## src/hw/rtl/calclk_pkg.sv

```systemverilog
// Shared types, constants and calendar helper functions for the calendar clock core.
package calclk_pkg;

   typedef enum logic [0:0] {
      CMD_TICK = 1'b0,
      CMD_SET  = 1'b1
   } calclk_cmd_type;

   typedef struct packed {
      calclk_cmd_type cmd;
      logic [7:0]     set_year;
      logic [7:0]     set_month_bcd;
      logic [7:0]     set_day_bcd;
      logic [7:0]     set_hours_bcd;
      logic [7:0]     set_minutes_bcd;
      logic [7:0]     set_seconds_bcd;
      logic [7:0]     set_tenths;
   } calclk_req_type;

   typedef struct packed {
      logic [7:0] seconds_now;
      logic [7:0] minutes_now;
      logic [7:0] hours_now;
      logic [7:0] day_now;
      logic [7:0] month_now;
      logic [7:0] year_now;
      logic [3:0] tenths_now;
   } calclk_rsp_type;

   typedef struct packed {
      logic           valid;
      calclk_req_type req;
   } calclk_stage_type;

   localparam logic [7:0] SEC_WRAP        = 8'd60;
   localparam logic [7:0] MIN_WRAP        = 8'd60;
   localparam logic [7:0] HOUR_WRAP       = 8'd24;
   localparam logic [7:0] MONTH_LAST      = 8'd12;
   localparam logic [7:0] MONTH_FEB       = 8'd2;
   localparam logic [7:0] DAY_FIRST       = 8'd1;
   localparam logic [7:0] MONTH_FIRST     = 8'd1;
   localparam logic [7:0] LONG_MONTH      = 8'd31;
   localparam logic [7:0] FEB_SHORT       = 8'd28;
   localparam logic [7:0] MONTH_TENS_MASK = 8'h10;
   localparam logic [7:0] DAY_TENS_MASK   = 8'h30;
   localparam logic [7:0] TIME_TENS_MASK  = 8'hF0;
   localparam logic [7:0] UNITS_MASK      = 8'h0F;
   // year offsets of 1900 and 2100: century years that are not leap years
   localparam logic [7:0] YEAR_1900       = 8'd0;
   localparam logic [7:0] YEAR_2100       = 8'd200;

   localparam logic [7:0] MONTH_LEN [12] = '{
      8'd31, 8'd28, 8'd31, 8'd30, 8'd31, 8'd30,
      8'd31, 8'd31, 8'd30, 8'd31, 8'd30, 8'd31
   };

   // full year 1900..2155: multiple of 4 unless 1900 or 2100
   function automatic logic leap_of(input logic [7:0] yr);
      return (yr[1:0] == 2'b00) && (yr != YEAR_1900) && (yr != YEAR_2100);
   endfunction

   function automatic logic [7:0] days_in(input logic [7:0] m, input logic leap);
      logic [3:0] idx;
      idx = 4'(m - 8'd1);
      if ((m == 8'd0) || (m > MONTH_LAST)) begin
         return LONG_MONTH;
      end else if (m == MONTH_FEB) begin
         return FEB_SHORT + {7'd0, leap};
      end else begin
         return MONTH_LEN[idx];
      end
   endfunction

   function automatic logic [7:0] bcd_value(input logic [7:0] b, input logic [7:0] tens_mask);
      logic [7:0] masked;
      logic [7:0] tens;
      masked = b & tens_mask;
      tens   = {4'd0, masked[7:4]};
      return (tens << 3) + (tens << 1) + (b & UNITS_MASK);
   endfunction

endpackage

```

## src/hw/rtl/calclk_in_reg.sv

```systemverilog
// Input register stage that captures requests and holds them while the update stage stalls.
module calclk_in_reg (
   input  logic                       clock,
   input  logic                       reset,
   input  logic                       req_valid,
   output logic                       req_stall,
   input  calclk_pkg::calclk_req_type req_data,
   input  logic                       ready,
   output calclk_pkg::calclk_stage_type stage
);

   logic                       in_valid_ff;
   logic                       in_valid_in;
   calclk_pkg::calclk_req_type in_req_ff;
   logic                       accept;

   assign req_stall   = in_valid_ff && !ready;
   assign accept      = req_valid && !req_stall;
   assign in_valid_in = accept ? 1'b1 : (ready ? 1'b0 : in_valid_ff);

   always_ff @(posedge clock) begin
      if (reset) begin
         in_valid_ff <= 1'b0;
      end else begin
         in_valid_ff <= in_valid_in;
      end
   end

   always_ff @(posedge clock) begin
      if (accept) begin
         in_req_ff <= req_data;
      end
   end

   assign stage.valid = in_valid_ff;
   assign stage.req   = in_req_ff;

endmodule

```

## src/hw/rtl/calclk_update.sv

```systemverilog
// Calendar state registers, tick cascade and BCD load, and the result register.
module calclk_update (
   input  logic                         clock,
   input  logic                         reset,
   input  calclk_pkg::calclk_stage_type stage,
   output logic                         ready,
   output logic                         rsp_valid,
   input  logic                         rsp_stall,
   output calclk_pkg::calclk_rsp_type   rsp_data
);

   logic [7:0] sec_count_ff,   sec_count_in;
   logic [7:0] min_count_ff,   min_count_in;
   logic [7:0] hour_count_ff,  hour_count_in;
   logic [7:0] day_count_ff,   day_count_in;
   logic [7:0] month_count_ff, month_count_in;
   logic [7:0] year_count_ff,  year_count_in;
   logic [3:0] tenths_ff,      tenths_in;
   logic       feb_leap_ff,    feb_leap_in;
   logic       rsp_valid_ff,   rsp_valid_in;
   calclk_pkg::calclk_rsp_type rsp_data_ff, rsp_data_in;

   logic       take;
   logic [7:0] sec_inc, min_inc, hour_inc, day_inc, month_inc, year_inc;

   assign ready = !rsp_valid_ff || !rsp_stall;
   assign take  = stage.valid && ready;

   assign sec_inc   = sec_count_ff + 8'd1;
   assign min_inc   = min_count_ff + 8'd1;
   assign hour_inc  = hour_count_ff + 8'd1;
   assign day_inc   = day_count_ff + 8'd1;
   assign month_inc = month_count_ff + 8'd1;
   assign year_inc  = year_count_ff + 8'd1;

   always_comb begin
      sec_count_in   = sec_count_ff;
      min_count_in   = min_count_ff;
      hour_count_in  = hour_count_ff;
      day_count_in   = day_count_ff;
      month_count_in = month_count_ff;
      year_count_in  = year_count_ff;
      tenths_in      = tenths_ff;
      feb_leap_in    = feb_leap_ff;
      if (take) begin
         unique case (stage.req.cmd)
            calclk_pkg::CMD_SET: begin
               year_count_in  = stage.req.set_year;
               month_count_in = calclk_pkg::bcd_value(stage.req.set_month_bcd,
                                                      calclk_pkg::MONTH_TENS_MASK);
               day_count_in   = calclk_pkg::bcd_value(stage.req.set_day_bcd,
                                                      calclk_pkg::DAY_TENS_MASK);
               hour_count_in  = calclk_pkg::bcd_value(stage.req.set_hours_bcd,
                                                      calclk_pkg::TIME_TENS_MASK);
               min_count_in   = calclk_pkg::bcd_value(stage.req.set_minutes_bcd,
                                                      calclk_pkg::TIME_TENS_MASK);
               sec_count_in   = calclk_pkg::bcd_value(stage.req.set_seconds_bcd,
                                                      calclk_pkg::TIME_TENS_MASK);
               tenths_in      = stage.req.set_tenths[3:0];
               feb_leap_in    = calclk_pkg::leap_of(stage.req.set_year);
            end
            calclk_pkg::CMD_TICK: begin
               if (sec_inc < calclk_pkg::SEC_WRAP) begin
                  sec_count_in = sec_inc;
               end else begin
                  sec_count_in = '0;
                  if (min_inc != calclk_pkg::MIN_WRAP) begin
                     min_count_in = min_inc;
                  end else begin
                     min_count_in = '0;
                     if (hour_inc != calclk_pkg::HOUR_WRAP) begin
                        hour_count_in = hour_inc;
                     end else begin
                        hour_count_in = '0;
                        if (day_inc <= calclk_pkg::days_in(month_count_ff, feb_leap_ff)) begin
                           day_count_in = day_inc;
                        end else begin
                           day_count_in = calclk_pkg::DAY_FIRST;
                           if (month_inc <= calclk_pkg::MONTH_LAST) begin
                              month_count_in = month_inc;
                           end else begin
                              month_count_in = calclk_pkg::MONTH_FIRST;
                              year_count_in  = year_inc;
                              feb_leap_in    = calclk_pkg::leap_of(year_inc);
                           end
                        end
                     end
                  end
               end
            end
         endcase
      end
   end

   assign rsp_valid_in            = take ? 1'b1 : (ready ? 1'b0 : rsp_valid_ff);
   assign rsp_data_in.seconds_now = sec_count_in;
   assign rsp_data_in.minutes_now = min_count_in;
   assign rsp_data_in.hours_now   = hour_count_in;
   assign rsp_data_in.day_now     = day_count_in;
   assign rsp_data_in.month_now   = month_count_in;
   assign rsp_data_in.year_now    = year_count_in;
   assign rsp_data_in.tenths_now  = tenths_in;

   always_ff @(posedge clock) begin
      if (reset) begin
         sec_count_ff   <= '0;
         min_count_ff   <= '0;
         hour_count_ff  <= '0;
         day_count_ff   <= calclk_pkg::DAY_FIRST;
         month_count_ff <= calclk_pkg::MONTH_FIRST;
         year_count_ff  <= '0;
         tenths_ff      <= '0;
         feb_leap_ff    <= 1'b0;
         rsp_valid_ff   <= 1'b0;
      end else begin
         sec_count_ff   <= sec_count_in;
         min_count_ff   <= min_count_in;
         hour_count_ff  <= hour_count_in;
         day_count_ff   <= day_count_in;
         month_count_ff <= month_count_in;
         year_count_ff  <= year_count_in;
         tenths_ff      <= tenths_in;
         feb_leap_ff    <= feb_leap_in;
         rsp_valid_ff   <= rsp_valid_in;
      end
   end

   always_ff @(posedge clock) begin
      if (take) begin
         rsp_data_ff <= rsp_data_in;
      end
   end

   assign rsp_valid = rsp_valid_ff;
   assign rsp_data  = rsp_data_ff;

endmodule

```

## src/hw/rtl/calendar_clock_with_bcd_set_core.sv

```systemverilog
// Top level of the calendar clock core: input register followed by the calendar update stage.
// Each request (a one-second tick or a BCD time set) yields exactly one response showing the
// time after that request. A request is registered on entry, and the calendar update writes
// its result into the response register, so a response passes through both registers. A new
// request can be taken every cycle while rsp_stall is low; the read-modify-write of the
// calendar state sets that rate. Response stall backs up through both registers to req_stall.
module calendar_clock_with_bcd_set_core (
   input  logic                       clock,
   input  logic                       reset,
   input  logic                       req_valid,
   output logic                       req_stall,
   input  calclk_pkg::calclk_req_type req_data,
   output logic                       rsp_valid,
   input  logic                       rsp_stall,
   output calclk_pkg::calclk_rsp_type rsp_data
);

   calclk_pkg::calclk_stage_type stage;
   logic                         ready;

   calclk_in_reg u_in_reg (
      .clock     (clock),
      .reset     (reset),
      .req_valid (req_valid),
      .req_stall (req_stall),
      .req_data  (req_data),
      .ready     (ready),
      .stage     (stage)
   );

   calclk_update u_update (
      .clock     (clock),
      .reset     (reset),
      .stage     (stage),
      .ready     (ready),
      .rsp_valid (rsp_valid),
      .rsp_stall (rsp_stall),
      .rsp_data  (rsp_data)
   );

endmodule

```

## config.mk

```make
export PLATFORM = sky130hd
export DESIGN_NAME = calendar_clock_with_bcd_set_core
export DESIGN_NICKNAME = d
export VERILOG_FILES = /design/src/hw/rtl/calclk_pkg.sv /design/src/hw/rtl/calclk_in_reg.sv /design/src/hw/rtl/calclk_update.sv /design/src/hw/rtl/calendar_clock_with_bcd_set_core.sv
export SDC_FILE = /design/constraint.sdc
export NUM_CORES = 1
export LEC_CHECK = 0
export BUFFER_PORTS_ARGS = -buffer_cell sky130_fd_sc_hd__buf_2
export CAP_MARGIN = 10
export CORE_ASPECT_RATIO = 0.5
export CORE_MARGIN = 2
export CORE_UTILIZATION = 30
export DETAILED_ROUTE_END_ITERATION = 6
export GPL_ROUTABILITY_DRIVEN = 0
export GPL_TIMING_DRIVEN = 0
export PLACE_DENSITY = 0.57
export SETUP_SLACK_MARGIN = 0.05
export SLEW_MARGIN = 20
export SYNTH_ARGS = -nofsm -noshare
export SYNTH_HDL_FRONTEND = slang
export SYNTH_SLANG_ARGS = --single-unit
export TNS_END_PERCENT = 10
```

## constraint.sdc

```tcl
create_clock -name clock -period 4.29 [get_ports clock]
set_input_delay 0.6435 -clock clock [delete_from_list [all_inputs] [get_ports clock]]
set_output_delay 0.6435 -clock clock [all_outputs]
set_load 0.03 [all_outputs]
```

==> impl_metrics.json <==
{
  "syn_area_per_cell_sq_um": 10.9,
  "drc": 0,
  "wl_per_cell_um": 18.1,
  "cts_buffers": 17,
  "worstPathArrival_ps": 4120,
  "setup_viol": 0,
  "syn_to_final_growth_pct": 20.5,
  "io_pins": 115,
  "design.die.area_sq_um": 27500,
  "antenna_found_initial": 0,
  "final_cell_count_no_fill": 1202,
  "register_area_sq_um": 4100,
  "cts_resized": 0,
  "grt_pass1_vias": 5922,
  "path_class": "flop to flop",
  "htreeDepth": 4,
  "power_density_nw_per_um2": 396,
  "crit_fanout": 10,
  "detail-route-antenna-nets": 0,
  "ys_ff_latch": 155,
  "grt_pass1_wl_mm": 33.4,
  "synth-edff-count": 100,
  "fin_crit_sh_pct": 92.3,
  "finClkSkew_ps": 12.9,
  "ys_seq_area_share_pct": 52.5,
  "cts_buffer_depth": 2,
  "grt_remaining_overflow": 0,
  "clk_latency_ps": 440,
  "initial_core_util_pct": 30.8,
  "setup_tns_ps": 0,
  "r2r_start": "u_update.month_count_ff[2]",
  "wl_mm": 21.8,
  "clock.fmax_mhz": 253,
  "io_buffer_count": 104,
  "multi_input_area_sq_um": 3530,
  "core-area_sq_um": 25400,
  "grt_start_max_net_pins": 40,
  "hold_class": "input pin to flop",
  "final_cell_mix": "buf_2 (105), edfxtp_1 (100), nand2_1 (65), dfxtp_1 (55), nor2_1 (42)",
  "syn_inst": 720,
  "drt_iter0_markers": 685,
  "maxSlewViolCount": 0,
  "endpoint_kind": "flop",
  "die_w_um": 232,
  "rows": 41,
  "cts_root_buffer": "clkbuf_16",
  "synth_warnings": 0,
  "fill_cells": 2486,
  "worst_pin_slew_ps": 989,
  "final_common_cell": "buf_2",
  "placed_cell_area_sq_um": 8820,
  "synthArstFlopShare_pct": 0,
  "die_h_um": 118,
  "cts_tree": "done",
  "layout-drive-gt1-share_pct": 18.5,
  "status": "completed",
  "hp-start": "req_data[14]",
  "grt_usage_pct": 15.9,
  "rsz0062_at_grt": "no",
  "cts.sink_count": 155,
  "place_inst": 1170,
  "hold_ws_ps": 372,
  "setup_slack_ps": 331,
  "holdBufCountCts": 0,
  "synth_cell_types": 71,
  "nets": 953,
  "power_mw": 3.73,
  "crit_start": "u_update.month_count_ff[2]",
  "clk_pin_slew_ps": 70,
  "cap_viol_max_count": 0,
  "design_area_sq_um": 9430,
  "post-route-util_pct": 37.1,
  "netlist_top_cells_area": "edfxtp_1 (38%), dfxtp_1 (14%), ha_1 (6.4%)",
  "synth_area_leader_cell": "edfxtp_1",
  "dr.pass1.iters": 5,
  "min_period_ps": 3960,
  "synth_flop_cell": "edfxtp_1",
  "hpwlAfterDp_mm": 15.9,
  "vias": 6291,
  "postCtsSetupBuffers": 0,
  "ir_worst_vdd_v": 0.000192,
  "place_ws_ps": 125,
  "crit_path_start_kind": "flop",
  "max_slew_margin_pct": 33.9,
  "viasPerCell": 5.23,
  "cp.required_ps": 4450,
  "antennaDiodeCount": 0,
  "synth_nets": 828,
  "syn_area_sq_um": 7820,
  "hold_viol": 0,
  "leakage_nw": 3.58,
  "synth_top_cell_area_share_pct": 38.4
}
[Yosys cell counts (4+ instances only)]
master and n:
nand2_1 65, fa_1 7, o21ai_0 28, a22oi_1 10
a21oi_1 39, xor2_1 9, edfxtp_1 100, nor2_1 42
nand3_1 26, and3_1 13, nor2b_1 13, o41ai_1 4
o22ai_1 14, a21o_1 8, mux2i_1 9, o31ai_1 5
ha_1 40, a31oi_1 11, inv_1 18, a21boi_0 6
o211ai_1 5, and2_1 22, clkbuf_1 29, nor4_1 5
or3_1 6, buf_1 4, dfxtp_1 55, a2111oi_0 4
o21a_1 4, nor3_1 30, nand4_1 10, a221o_1 4
nor4_2 4, xnor2_1 14
[flip-flops by register name, indices dropped and copies added (netlist names)]
name	cells
u_in_reg.in_valid_ff	1
u_in_reg.stage	48
u_update.day_count_ff	8
u_update.feb_leap_ff	1
u_update.hour_count_ff	8
u_update.min_count_ff	8
u_update.month_count_ff	8
u_update.rsp_data	52
u_update.rsp_valid	1
u_update.sec_count_ff	8
u_update.tenths_ff	4
u_update.year_count_ff	8
[worst max-delay path, cell delays in order, from the launching register on]
cell and delay [ps]:
dfxtp_1 350, clkbuf_1 400, nor2_1 170, a2111oi_2 510, o2111a_1 270, ha_1 240, nor2b_1 130, o211ai_1 180
a211o_1 140, and2_1 300, buf_2 320, nor2_1 160, a311oi_1 410, nor3_1 110
[report_power, final]
group	switching (mW)	internal, mW	total, mW
registers	0.0582	1.68	1.74
clock network	0.672	0.819	1.49
logic	0.319	0.178	0.497
[logic make-up after synthesis]
kind of cell / synth area share, %
compound gates: 15.8
xor+xnor: 2.58
flops: 52.5
buf+inv: 2.70
fa+ha+maj: 8.19
mux: 1.44
simple gates: 16.8
[final cells by class]
| class | count | share of cell area, % |
|---|---|---|
| timing repair buffer | 106 | 5.95 |
| buffer | 35 | 1.53 |
| sequential | 155 | 43.5 |
| clock inverter | 15 | 1.70 |
| tap | 344 | 4.57 |
| multi-input combinational | 511 | 37.4 |
| inverter | 19 | 0.757 |
| clock buffer | 17 | 4.51 |
[path summary, 6_finish.rpt]
path                            slack, ps  cells past startpoint                    end
worst max-delay path                  330                     13   u_update.rsp_data[6]
worst min-delay path                  370                      1     u_in_reg.stage[14]
worst max register to register        330                     13   u_update.rsp_data[6]
worst min register to register        470                      2  u_update.tenths_ff[3]
[metal layers]
layer / GRT usage, % / vias up / share of wire [%]
li1: - / 2987 / -
met1: 22.9 / 3055 / 48
met2: 23.5 / 216 / 44
met3: 3.76 / 33 / 6.7
met4: 4.61 / 0 / 1.5
met5: 0 / - / 0
(Power assumes the default switching activity.)
